[src/design/rrva_pkg.sv]
// Shared types and constants for the round-robin voice allocator.
// No dependencies; imported by every module of the block.
package rrva_pkg;

	localparam int MAX_SOUNDS_DEF = 4;
	localparam int VOICES_DEF     = 8;

	localparam int RATE_W  = 18;
	localparam int SOUND_W = 2;
	localparam int VOICE_W = 3;
	localparam int COUNT_W = 3;
	localparam int CFG_IDX_W = 2;

	// configuration register indexes
	localparam logic [CFG_IDX_W-1:0] CFG_STEAL_MODE    = 2'd0;
	localparam logic [CFG_IDX_W-1:0] CFG_SOUNDS_IN_USE = 2'd1;
	localparam logic [CFG_IDX_W-1:0] CFG_RATE_MIN      = 2'd2;
	localparam logic [CFG_IDX_W-1:0] CFG_RATE_MAX      = 2'd3;

	localparam logic [COUNT_W-1:0] SOUNDS_IN_USE_RST = 3'd3;
	localparam logic [RATE_W-1:0]  RATE_MIN_RST      = 18'd62259;  // 0.95
	localparam logic [RATE_W-1:0]  RATE_MAX_RST      = 18'd68813;  // 1.05

	typedef enum logic {
		OP_PLAY = 1'b0,
		OP_DONE = 1'b1
	} op_t;

	typedef enum logic [1:0] {
		ST_GRANTED  = 2'd0,
		ST_BAD_IDX  = 2'd1,
		ST_ALL_BUSY = 2'd2,
		ST_DONE_ACK = 2'd3
	} status_t;

endpackage

[src/design/rrva_row_search.sv]
// Finds the first idle voice in one sound's busy row, starting at the row pointer
// and wrapping. Depends on rrva_pkg.
module rrva_row_search import rrva_pkg::*; #(
	parameter int VOICES_PER_SOUND = VOICES_DEF,
	parameter int VW = (VOICES_PER_SOUND > 1) ? $clog2(VOICES_PER_SOUND) : 1
) (
	input  logic [VOICES_PER_SOUND-1:0] busy,
	input  logic [VW-1:0]               start,
	output logic                        found,
	output logic [VW-1:0]               voice
);

	logic [2*VOICES_PER_SOUND-1:0] dbl;
	logic [VOICES_PER_SOUND-1:0]   rot;
	logic [VW-1:0]                 offset;
	logic [VW:0]                   sum;

	always_comb begin
		// rotate so the pointed voice sits at bit 0
		dbl = {busy, busy} >> start;
		rot = dbl[VOICES_PER_SOUND-1:0];
		found = 1'b0;
		offset = '0;
		for (int j = VOICES_PER_SOUND - 1; j >= 0; j--) begin
			if (!rot[j]) begin
				found = 1'b1;
				offset = VW'(j);
			end
		end
		sum = {1'b0, start} + {1'b0, offset};
		if (32'(sum) >= VOICES_PER_SOUND) begin
			sum = sum - (VW+1)'(VOICES_PER_SOUND);
		end
		voice = sum[VW-1:0];
	end

endmodule

[src/design/round_robin_voice_allocator_unit.sv]
// Top level of the round-robin voice allocator: config registers, sound row
// memory, control sequencer and output register. Depends on rrva_pkg, rrva_row_search.
//
//   port group  direction  handshake           contents
//   in_*        in         in_valid/in_stall   operation, sound_number, voice_number,
//                                              rate_request
//   out_*       out        out_valid/out_stall status, granted_sound, granted_voice,
//                                              voice_restarted, rate_out
//   cfg_*       in         cfg_write           cfg_index, cfg_data
//
// One transaction at a time: accept, read the sound row, evaluate.
// Steal, done and bad-index transactions read one row; a search reads and evaluates
// sound rows one after another, visiting at most sounds_in_use of them.
// Each visited sound needs its own read of the single-port row memory.
// A new transaction is accepted while the previous result waits at the output.
// Row state reads as zero after reset through per-row valid flops; no clearing pass.
module round_robin_voice_allocator_unit import rrva_pkg::*; #(
	parameter int MAX_SOUNDS       = MAX_SOUNDS_DEF,
	parameter int VOICES_PER_SOUND = VOICES_DEF
) (
	input  logic                 clk,
	input  logic                 arst_n,
	input  logic                 cfg_write,
	input  logic [CFG_IDX_W-1:0] cfg_index,
	input  logic [RATE_W-1:0]    cfg_data,
	input  logic                 in_valid,
	output logic                 in_stall,
	input  logic                 operation,
	input  logic [SOUND_W-1:0]   sound_number,
	input  logic [VOICE_W-1:0]   voice_number,
	input  logic [RATE_W-1:0]    rate_request,
	output logic                 out_valid,
	input  logic                 out_stall,
	output logic [1:0]           status,
	output logic [SOUND_W-1:0]   granted_sound,
	output logic [VOICE_W-1:0]   granted_voice,
	output logic                 voice_restarted,
	output logic [RATE_W-1:0]    rate_out
);

	localparam int SW = (MAX_SOUNDS > 1) ? $clog2(MAX_SOUNDS) : 1;
	localparam int NW = $clog2(MAX_SOUNDS + 1);
	localparam int VW = (VOICES_PER_SOUND > 1) ? $clog2(VOICES_PER_SOUND) : 1;
	localparam int RW = VW + VOICES_PER_SOUND;
	localparam logic [VOICES_PER_SOUND-1:0] BIT0 = VOICES_PER_SOUND'(1);

	typedef enum logic [1:0] {
		S_IDLE,
		S_READ,
		S_EVAL
	} state_t;

	state_t state_q;

	// config registers
	logic              steal_mode_q;
	logic [COUNT_W-1:0] sounds_in_use_q;
	logic [RATE_W-1:0] rate_min_q;
	logic [RATE_W-1:0] rate_max_q;

	// transaction registers
	op_t               op_q;
	logic              bad_q;
	logic              done_ok_q;
	logic [SW-1:0]     snd_q;
	logic [VW-1:0]     vce_q;
	logic [RATE_W-1:0] req_q;
	logic [NW-1:0]     n_q;
	logic [NW-1:0]     k_q;

	// row memory: {pointer, busy bits} per sound
	logic [RW-1:0]         row_mem [MAX_SOUNDS];
	logic [MAX_SOUNDS-1:0] row_vld_q;
	logic [RW-1:0]         rd_q;
	logic                  rdv_q;

	// output register
	logic              out_valid_q;
	status_t           status_q;
	logic [SOUND_W-1:0] gsound_q;
	logic [VOICE_W-1:0] gvoice_q;
	logic              restart_q;
	logic [RATE_W-1:0] rate_q;

	logic [NW-1:0]     n_cur;
	logic              snd_in_range;
	logic              accept;

	logic [VOICES_PER_SOUND-1:0] row_busy;
	logic [VW-1:0]     row_ptr;
	logic              srch_found;
	logic [VW-1:0]     srch_voice;
	logic [VW-1:0]     sel_voice;
	logic [VW-1:0]     next_ptr;
	logic [VOICES_PER_SOUND-1:0] sel_bit;
	logic [RATE_W-1:0] rate_lo;
	logic [RATE_W-1:0] rate_clamped;
	logic              out_free;
	logic              emit;
	logic              go_next;
	logic              wr_en;
	logic [RW-1:0]     wr_data;
	status_t           res_status;
	logic              res_grant;
	logic              res_restart;
	logic [SW-1:0]     snd_next;

	assign accept   = in_valid && (state_q == S_IDLE);
	assign in_stall = (state_q != S_IDLE);
	assign out_free = !out_valid_q || !out_stall;

	always_comb begin
		if (32'(sounds_in_use_q) > MAX_SOUNDS) begin
			n_cur = NW'(MAX_SOUNDS);
		end else begin
			n_cur = NW'(sounds_in_use_q);
		end
		snd_in_range = 32'(sound_number) < MAX_SOUNDS;
	end

	assign row_busy = rdv_q ? rd_q[VOICES_PER_SOUND-1:0] : '0;
	assign row_ptr  = rdv_q ? rd_q[RW-1:VOICES_PER_SOUND] : '0;

	rrva_row_search #(
		.VOICES_PER_SOUND(VOICES_PER_SOUND),
		.VW(VW)
	) u_search (
		.busy (row_busy),
		.start(row_ptr),
		.found(srch_found),
		.voice(srch_voice)
	);

	always_comb begin
		sel_voice = steal_mode_q ? row_ptr : srch_voice;
		sel_bit   = BIT0 << sel_voice;
		if (32'(sel_voice) + 1 == VOICES_PER_SOUND) begin
			next_ptr = '0;
		end else begin
			next_ptr = sel_voice + VW'(1);
		end
		rate_lo      = (req_q < rate_min_q) ? rate_min_q : req_q;
		rate_clamped = (rate_lo > rate_max_q) ? rate_max_q : rate_lo;
		if (32'(snd_q) + 1 == 32'(n_q)) begin
			snd_next = '0;
		end else begin
			snd_next = snd_q + SW'(1);
		end
	end

	// evaluation of the row just read
	always_comb begin
		emit        = 1'b0;
		go_next     = 1'b0;
		wr_en       = 1'b0;
		wr_data     = {row_ptr, row_busy};
		res_status  = ST_GRANTED;
		res_grant   = 1'b0;
		res_restart = 1'b0;
		if (state_q == S_EVAL) begin
			priority if (op_q == OP_DONE) begin
				emit       = out_free;
				wr_en      = out_free && done_ok_q;
				wr_data    = {row_ptr, row_busy & ~(BIT0 << vce_q)};
				res_status = ST_DONE_ACK;
			end else if (bad_q) begin
				emit       = out_free;
				res_status = ST_BAD_IDX;
			end else if (steal_mode_q || srch_found) begin
				emit        = out_free;
				wr_en       = out_free;
				wr_data     = {next_ptr, row_busy | sel_bit};
				res_grant   = 1'b1;
				res_restart = steal_mode_q && ((row_busy & sel_bit) != '0);
			end else if (32'(k_q) + 1 == 32'(n_q)) begin
				emit       = out_free;
				res_status = ST_ALL_BUSY;
			end else begin
				go_next = 1'b1;
			end
		end
	end

	always_ff @(posedge clk) begin
		if (wr_en) begin
			row_mem[snd_q] <= wr_data;
		end
		if (state_q == S_READ) begin
			rd_q <= row_mem[snd_q];
		end
	end

	always_ff @(posedge clk or negedge arst_n) begin
		if (!arst_n) begin
			state_q         <= S_IDLE;
			steal_mode_q    <= 1'b0;
			sounds_in_use_q <= SOUNDS_IN_USE_RST;
			rate_min_q      <= RATE_MIN_RST;
			rate_max_q      <= RATE_MAX_RST;
			row_vld_q       <= '0;
			rdv_q           <= 1'b0;
			op_q            <= OP_PLAY;
			bad_q           <= 1'b0;
			done_ok_q       <= 1'b0;
			snd_q           <= '0;
			vce_q           <= '0;
			req_q           <= '0;
			n_q             <= '0;
			k_q             <= '0;
			out_valid_q     <= 1'b0;
			status_q        <= ST_GRANTED;
			gsound_q        <= '0;
			gvoice_q        <= '0;
			restart_q       <= 1'b0;
			rate_q          <= '0;
		end else begin
			if (cfg_write) begin
				unique case (cfg_index)
					CFG_STEAL_MODE:    steal_mode_q    <= cfg_data[0];
					CFG_SOUNDS_IN_USE: sounds_in_use_q <= cfg_data[COUNT_W-1:0];
					CFG_RATE_MIN:      rate_min_q      <= cfg_data;
					CFG_RATE_MAX:      rate_max_q      <= cfg_data;
					default: ;
				endcase
			end

			// a new result replaces the one leaving in the same cycle
			if (emit) begin
				out_valid_q <= 1'b1;
			end else if (out_valid_q && !out_stall) begin
				out_valid_q <= 1'b0;
			end

			if (wr_en) begin
				row_vld_q[snd_q] <= 1'b1;
			end

			unique case (state_q)
				S_IDLE: begin
					if (accept) begin
						op_q      <= op_t'(operation);
						snd_q     <= snd_in_range ? SW'(sound_number) : '0;
						vce_q     <= VW'(voice_number);
						req_q     <= rate_request;
						n_q       <= n_cur;
						k_q       <= '0;
						bad_q     <= 32'(sound_number) >= 32'(n_cur);
						done_ok_q <= snd_in_range && (32'(voice_number) < VOICES_PER_SOUND);
						state_q   <= S_READ;
					end
				end
				S_READ: begin
					rdv_q   <= row_vld_q[snd_q];
					state_q <= S_EVAL;
				end
				S_EVAL: begin
					if (go_next) begin
						snd_q   <= snd_next;
						k_q     <= k_q + NW'(1);
						state_q <= S_READ;
					end else if (emit) begin
						status_q    <= res_status;
						gsound_q    <= res_grant ? SOUND_W'(snd_q) : '0;
						gvoice_q    <= res_grant ? VOICE_W'(sel_voice) : '0;
						restart_q   <= res_restart;
						rate_q      <= res_grant ? rate_clamped : '0;
						state_q     <= S_IDLE;
					end
				end
				default: state_q <= S_IDLE;
			endcase
		end
	end

	assign out_valid       = out_valid_q;
	assign status          = status_q;
	assign granted_sound   = gsound_q;
	assign granted_voice   = gvoice_q;
	assign voice_restarted = restart_q;
	assign rate_out        = rate_q;

endmodule
[config.mk]
export PLATFORM = sky130hd
export DESIGN_NAME = round_robin_voice_allocator_unit
export DESIGN_NICKNAME = d
export VERILOG_FILES = /design/src/design/rrva_pkg.sv /design/src/design/rrva_row_search.sv /design/src/design/round_robin_voice_allocator_unit.sv
export SDC_FILE = /design/constraint.sdc
export NUM_CORES = 1
export LEC_CHECK = 0
export ABC_CLOCK_PERIOD_IN_PS = 11200
export BUFFER_PORTS_ARGS = -buffer_cell sky130_fd_sc_hd__buf_4
export CORE_MARGIN = 2
export CORE_UTILIZATION = 60
export CTS_CLUSTER_DIAMETER = 80
export CTS_CLUSTER_SIZE = 25
export DETAILED_ROUTE_END_ITERATION = 8
export PLACE_DENSITY = 0.85
export SYNTH_ARGS = -nofsm -noshare
export SYNTH_HDL_FRONTEND = slang
export SYNTH_SLANG_ARGS = --single-unit
export TNS_END_PERCENT = 20
[constraint.sdc]
create_clock -name clk -period 11.2 [get_ports clk]
set_input_delay 1.12 -clock clk [delete_from_list [all_inputs] [get_ports clk]]
set_output_delay 1.12 -clock clk [all_outputs]
set_load 0.02 [all_outputs]
* Word level (Yosys, flattened, before mapping)
Memory sizes are Yosys's and may differ from the RTL's. A register that Yosys moved wholly into a read port is not among the register bits.
Index checks and enable logic that the tools add are counted.
** Operators by class
- Eq/ne operators :: 11
- Bitwise logic cells :: 6
- Multiplexer cells :: 75
- Reduce and logical (&&, ||, !) cells :: 23
- $add $sub $neg :: 8
- $lt $le $gt $ge :: 7
- Shift operators :: 3
** Operator list (number)
- $mux W18 :: 3
- $mux W3 :: 16
- $mux W11 :: 4
- $mux W1 :: 35
- $mux W2 :: 11
- $gt A18 B18 Y1 :: 1
- $lt A18 B18 Y1 :: 1
- $and A8 B8 Y8 :: 2
- $shl A1 B3 Y8 const A :: 2
- $shr A16 B3 Y8 :: 1
- $reduce_and A2 Y1 :: 6
- $add A3 B1 Y4 const B :: 2
- $mux W8 :: 1
- $not A8 Y8 :: 1
- $or A8 B8 Y8 :: 1
- $reduce_bool A8 Y1 :: 1
- $add A3 B1 Y3 const B :: 2
- $eq A2 B2 Y1 const B :: 3
- $pmux W2 S3 :: 1
- $pmux W3 S2 :: 1
- $reduce_and A3 Y1 :: 2
- $reduce_bool A2 Y1 :: 3
- $logic_and A1 B1 Y1 :: 5
- $add A3 B3 Y4 :: 1
- 22 further kinds :: 27
** Storage, ports and cells
- Register bits after elaboration :: 106
- Output and inout bits :: 28
- Memories :: 1
- Logic and storage cells :: 155
- RAM bits :: 44
** Memories
- row_mem :: depth 4, bits a word 11, rd ports 1, clocked after memory_dff 1, wr ports 1, RTL line round_robin_voice_allocator_unit.sv:72 : logic [RW-1:0] row_mem [MAX_SOUNDS];

* Depth between registers and ports, before layout
- Depth after elaboration :: 21
- Gate-level depth with buffers :: 20
- Gate-level depth less buffers :: 18

* By module
Synthesis repeated with hierarchy kept, for this count alone.
** Second synthesis, totals
- Cell total of the unflattened synthesis :: 829
- Area total of the unflattened synthesis :: 8943.6 um^2
** Modules (own cells, without submodules)
- round_robin_voice_allocator_unit :: times used 1, sequential area each 4329.2 um^2, area each 8345.5 um^2, cells an instance 746
- rrva_row_search :: times used 1, sequential area each 0.0 um^2, area each 598.1 um^2, cells an instance 83

* Worst setup path before layout
OpenSTA, ideal clock, no wires.
- Path type :: reg2reg
- From :: register rate_min_q[1]
- To :: register rate_q[8], in the netlist rate_out[8]
- Arrival :: 4.655 ns
- Clock period less this slack :: 4.781 ns
- Data required time :: 11.073 ns
- Cell stages (with the launch flop) :: 20
- Path buffers :: 3
- Path slack :: 6.419 ns
- Cells stage by stage :: dfstp_2 -> inv_1 -> ha_1 -> a21o_1 -> a21o_1 -> a2111oi_0 -> o21ai_0 -> a21oi_2 -> buf_2 -> mux2_2 -> ha_1 -> and4_1 -> nand2_1 -> a21oi_1 -> o21ai_0 -> a31oi_1 -> buf_1 -> clkbuf_1 -> mux2i_1 -> o21ai_0
** On the way
- Cells in the longest elaborated chain, start to end :: 5
** Ends and longest elaborated chain
- start, declared :: RTL line round_robin_voice_allocator_unit.sv:58 : logic [RATE_W-1:0] rate_min_q;
- start signal, assigned :: RTL line round_robin_voice_allocator_unit.sv:221 : CFG_RATE_MIN: rate_min_q <= cfg_data;
- $lt A18 B18 Y1 :: RTL line round_robin_voice_allocator_unit.sv:142 : rate_lo = (req_q < rate_min_q) ? rate_min_q : req_q;
- $mux W18 * :: RTL line round_robin_voice_allocator_unit.sv:142
- $gt A18 B18 Y1 :: RTL line round_robin_voice_allocator_unit.sv:143 : rate_clamped = (rate_lo > rate_max_q) ? rate_max_q : rate_lo;
- $mux W18 * :: RTL line round_robin_voice_allocator_unit.sv:143
- $mux W18 * :: RTL line round_robin_voice_allocator_unit.sv:266 : rate_q <= res_grant ? rate_clamped : '0;
- end signal, assigned :: RTL line round_robin_voice_allocator_unit.sv:266
- end, declared :: RTL line round_robin_voice_allocator_unit.sv:83 : logic [RATE_W-1:0] rate_q;
Every way passes the cells marked *; elsewhere a longest branch is shown, timed or not.
A chain may end at the register's enable or synchronous reset.

* Worst setup path in the final report
- From :: register rate_min_q[1]
- To :: register rate_q[0], in the netlist rate_out[0]
Same word-level chain as after synthesis.

==> results.md <==
* Mapped Cells at 722
* Crit Path Class: flip-flop to flip-flop
* Critical path endpoint category: flip-flop
* Antenna diodes at 0
* Synth Cell Area at between 8000 and 9000 um2
* Clk slew on worst S/H paths at 60 ps
* Antenna violations before repair at 0
* RSZ-0062 raised after global routing: false
* Largest net degree at the start of global routing at 56
* Routability cong. at 0.903
* Psw at between 1 and 1.5 mW
* Via count at roughly 6.1k
* FILL cells at about 900
* Total GRT Usage at between 20 and 30%
* Final Hold Fails at 0
* Share of the synthesized area in the top cell type at between 20% and 30%
* Seq pwr share at between 30 and 40%
* Worst EP arrival at 5970 ps
* Die Ht at between 100 and 150 um
* Layout Area Growth over Synthesis at 15.1%
* P_leak at 4.37 nW
* Post-Syn Area per Cell at 11.8 um2
* Drt pass-1 iters at 5
* # DRC at 0
* Max-cap viol count at 0
* Synth top area cells: dfrtp_1 25%, edfxtp_1 19%, mux2_2 8.5%, ha_1 7.1%, dfstp_2 6.2%
* Initial DRC Count at approximately 660
* Clock power share at roughly a fifth
* Die W at 123 um
* Routed Wire Length at 19,800 um
* Synth unique cells at 68
* Post-synth EDFFs at 55
* CP delay by family, top: compound AO/OA/AOI/OAI gates
* Power share of the combinational group at a little over two fifths
* Setup Fix Bufs, Post-CTS at 0
* Yosys top cell by area: dfrtp_1
* Slew Limit Headroom at about 16%
* Drt wl/cell at around 20 um
* Status: finished, final reports clean
* Final Net Count at about 900
* Detail Route Antenna Nets at 0
* Row cnt at between 40 and 50
* PwrDens at about 280 nW/um2
* Final Instance Count excl. Fillers at between 900 and 1k
* Final-report max-slew violation count at 0
* H-tree depth at 4
* Placed cells at 954
* CTS resizes at 0
* Worst Hold Class: flip-flop to flip-flop
* Critical-path maximum fanout at 18
* CTS max path bufs at 2
* Top FF cell, synth: dfrtp_1
* TritonCTS Sinks at between 150 and 200
* CP startpoint kind: flip-flop
* Multi-input logic area at about 3900 um2
* DP HPWL at about 14,000 um
* IO buf count at 76
* Synthesized Nets at 820
* Switch share at between 30% and 40%
* Layout cells sized above 1 at 27.3%
* Flip-flop and latch count after synthesis at roughly 160
* Skew-Pair Late Insertion Delay at roughly 430 ps
* Worst stage delay on the critical path at 870 ps
* First-pass GRT wire length at roughly 32,000 um
* Clock Skew at roughly 8 ps
* Fmax at 178 MHz
* Total number of yosys warnings at 0
* # IOs at 77
* Seq. cell area at between 4000 and 5000 um2
* Die ar. at around 15,000 um2
* Critical Path RT at approximately 12,000 ps
* Root Driver: clkbuf_16
* Seq/Total Area, Yosys at about half
* Maximum vdd drop at between 150 and 200 uV
* Vias in the first global route at 6,210
* Slew @ Worst Pin at roughly 1300 ps
* Crit-path most repeated cell: o21ai_0
* Tmin final at ~5600 ps
* Slowest cell on crit path: a21oi_2
* Crit-path cells: inv_1, ha_1, a21o_1, a21o_1, a2111oi_0, o21ai_0, a21oi_2, mux2_2, ha_1, nor2b_1, o21a_1, o21a_1, o21ai_0, a21oi_1, o21ai_0, a31oi_2, buf_4, mux2_2, o21ai_0
* Gr ovfl total at 0
* Worst path bufs/invs at 2
* CTS tree: yes
* Setup_tns at 0 ps
* Core area at approximately 14,000 um2
* Initial core utilization at a little over 60%
* Final setup fails at 0
* Internal power at 1.69 mW
* CTS Buf Count at 17
* DR vias/cell at about 6.2
* Ys async rst share at between 60% and 70%
* Cts hold-fix bufs at 0
* Period utilization at 50.2%
final cells by class:
cell class	instances	share of cell area (%)
timing repair buffer	79	6.07
clock buffer	17	4.35
sequential	161	44.3
multi-input combinational	487	39.5
clock inverter	15	1.71
inverter	47	1.80
tap	180	2.30
placed cells by master (no fill, tap or decap), drive strengths merged, types with 3 or more instances in the layout:
cell	Yosys	layout
mux2i	35	35
dfstp	20	20
ha	48	48
o21ai	35	35
edfxtp	55	55
dfrtp	86	86
nand4	4	4
inv	47	48
clkinv	0	9
buf	11	79
a221oi	5	5
a21o	12	12
o22ai	3	3
a21oi	15	15
mux4	12	12
or3	3	3
nor2	13	13
nand2	123	123
nand3	10	10
nor2b	10	10
a32o	9	9
and3	4	4
o221ai	8	8
nor3	7	7
xor2	4	4
xnor2	4	4
bufinv	0	3
o21a	4	4
and2	11	11
mux2	67	67
clkbuf	16	17
nand2b	8	8
path summary, 6_finish.rpt:
kind	startpoint	to	slack [ps]	cells after the start
setup / recovery	rate_min_q[1]$_DFFE_PN1P_	rate_out[0]$_DFFE_PN0P_	5570	19
hold / removal	row_vld_q[2]$_DFFE_PN0P_	row_vld_q[2]$_DFFE_PN0P_	470	1
setup reg to reg	rate_min_q[1]$_DFFE_PN1P_	rate_out[0]$_DFFE_PN0P_	5570	19
hold reg to reg	row_vld_q[2]$_DFFE_PN0P_	row_vld_q[2]$_DFFE_PN0P_	470	1
max in group asynchronous	arst_n	rate_out[0]$_DFFE_PN0P_	9310	2
min in group asynchronous	arst_n	rate_out[10]$_DFFE_PN0P_	730	1
sequential cells by signal, indices dropped and copies added (netlist names), 3 cells and up:
| signal | count |
|---|---|
| n_q | 3 |
| rate_min_q | 18 |
| vce_q | 3 |
| sounds_in_use_q | 3 |
| granted_voice | 3 |
| row_mem | 44 |
| rate_out | 18 |
| req_q | 18 |
| rd_q | 11 |
| rate_max_q | 18 |
| k_q | 3 |
| row_vld_q | 4 |
worst reg2reg max path: stages, from the launching register on:
cell and delay, ps:
dfstp_2 540, inv_1 50, ha_1 280, a21o_1 150, a21o_1 180, a2111oi_0 430, o21ai_0 190, a21oi_2 870
mux2_2 440, ha_1 290, nor2b_1 140, o21a_1 120, o21a_1 110, o21ai_0 80, a21oi_1 160, o21ai_0 120
a31oi_2 540, buf_4 370, mux2_2 360, o21ai_0 150
cell families after synthesis:
family | after synthesis | share of synthesized area (%)
XOR/XNOR | 8 | 0.913
AND/OR/NAND/NOR | 205 | 11.5
buffers and inverters | 74 | 3.65
flip-flops | 161 | 51.0
AO/OA/AOI/OAI | 111 | 9.27
adder cells (fa/ha/maj) | 49 | 7.31
multiplexers | 114 | 16.4
power by group through the flow:
| stage | sequential, mW | clock (mW) | combinational (mW) |
|---|---|---|---|
| floorplan | 0.958 | 0 | 0.840 |
| global placement | 0.981 | 0 | 1.09 |
| detailed placement | 0.995 | 0 | 1.15 |
| CTS | 0.989 | 0.590 | 1.17 |
| global route | 1.01 | 0.613 | 1.29 |
| finish | 0.995 | 0.586 | 1.18 |
metal layers:
metal / wire [um] / part of all wire, % / vias up / track usage (%)
li1: - / - / 2746 / -
met1: 8370 / 42 / 3091 / 37.8
met2: 9660 / 49 / 252 / 44.0
met3: 1240 / 6.2 / 53 / 5.58
met4: 580 / 2.9 / 0 / 11.6
met5: 0 / 0 / - / 0
metrics by stage:
step | setup WS (ps) | instance area (um2) | hold slack [ps] | total power, mW | util, %
floorplan | 6420 | 8490 | 423 | 1.80 | -
global placement | 5900 | 9180 | 433 | 2.07 | 66.4
detailed placement | 5750 | 9180 | 443 | 2.14 | 66.4
CTS | 5570 | 9780 | 475 | 2.75 | 70.7
global route | 5250 | 9780 | 500 | 2.92 | 70.7
finish | 5570 | 9780 | 467 | 2.76 | 70.7
cells in the mapped netlist (all sizes together), types with 4 or more instances:
| cell type | n |
|---|---|
| nand2 | 123 |
| dfrtp | 86 |
| mux2 | 67 |
| edfxtp | 55 |
| ha | 48 |
| inv | 47 |
| mux2i | 35 |
| o21ai | 35 |
| dfstp | 20 |
| clkbuf | 16 |
| a21oi | 15 |
| nor2 | 13 |
| a21o | 12 |
| mux4 | 12 |
| and2 | 11 |
| buf | 11 |
| nand3 | 10 |
| nor2b | 10 |
| a32o | 9 |
| nand2b | 8 |
| o221ai | 8 |
| nor3 | 7 |
| a221oi | 5 |
| and3 | 4 |
| nand4 | 4 |
| o21a | 4 |
| xnor2 | 4 |
| xor2 | 4 |
No activity file was read; power rests on OpenSTA's default activity.
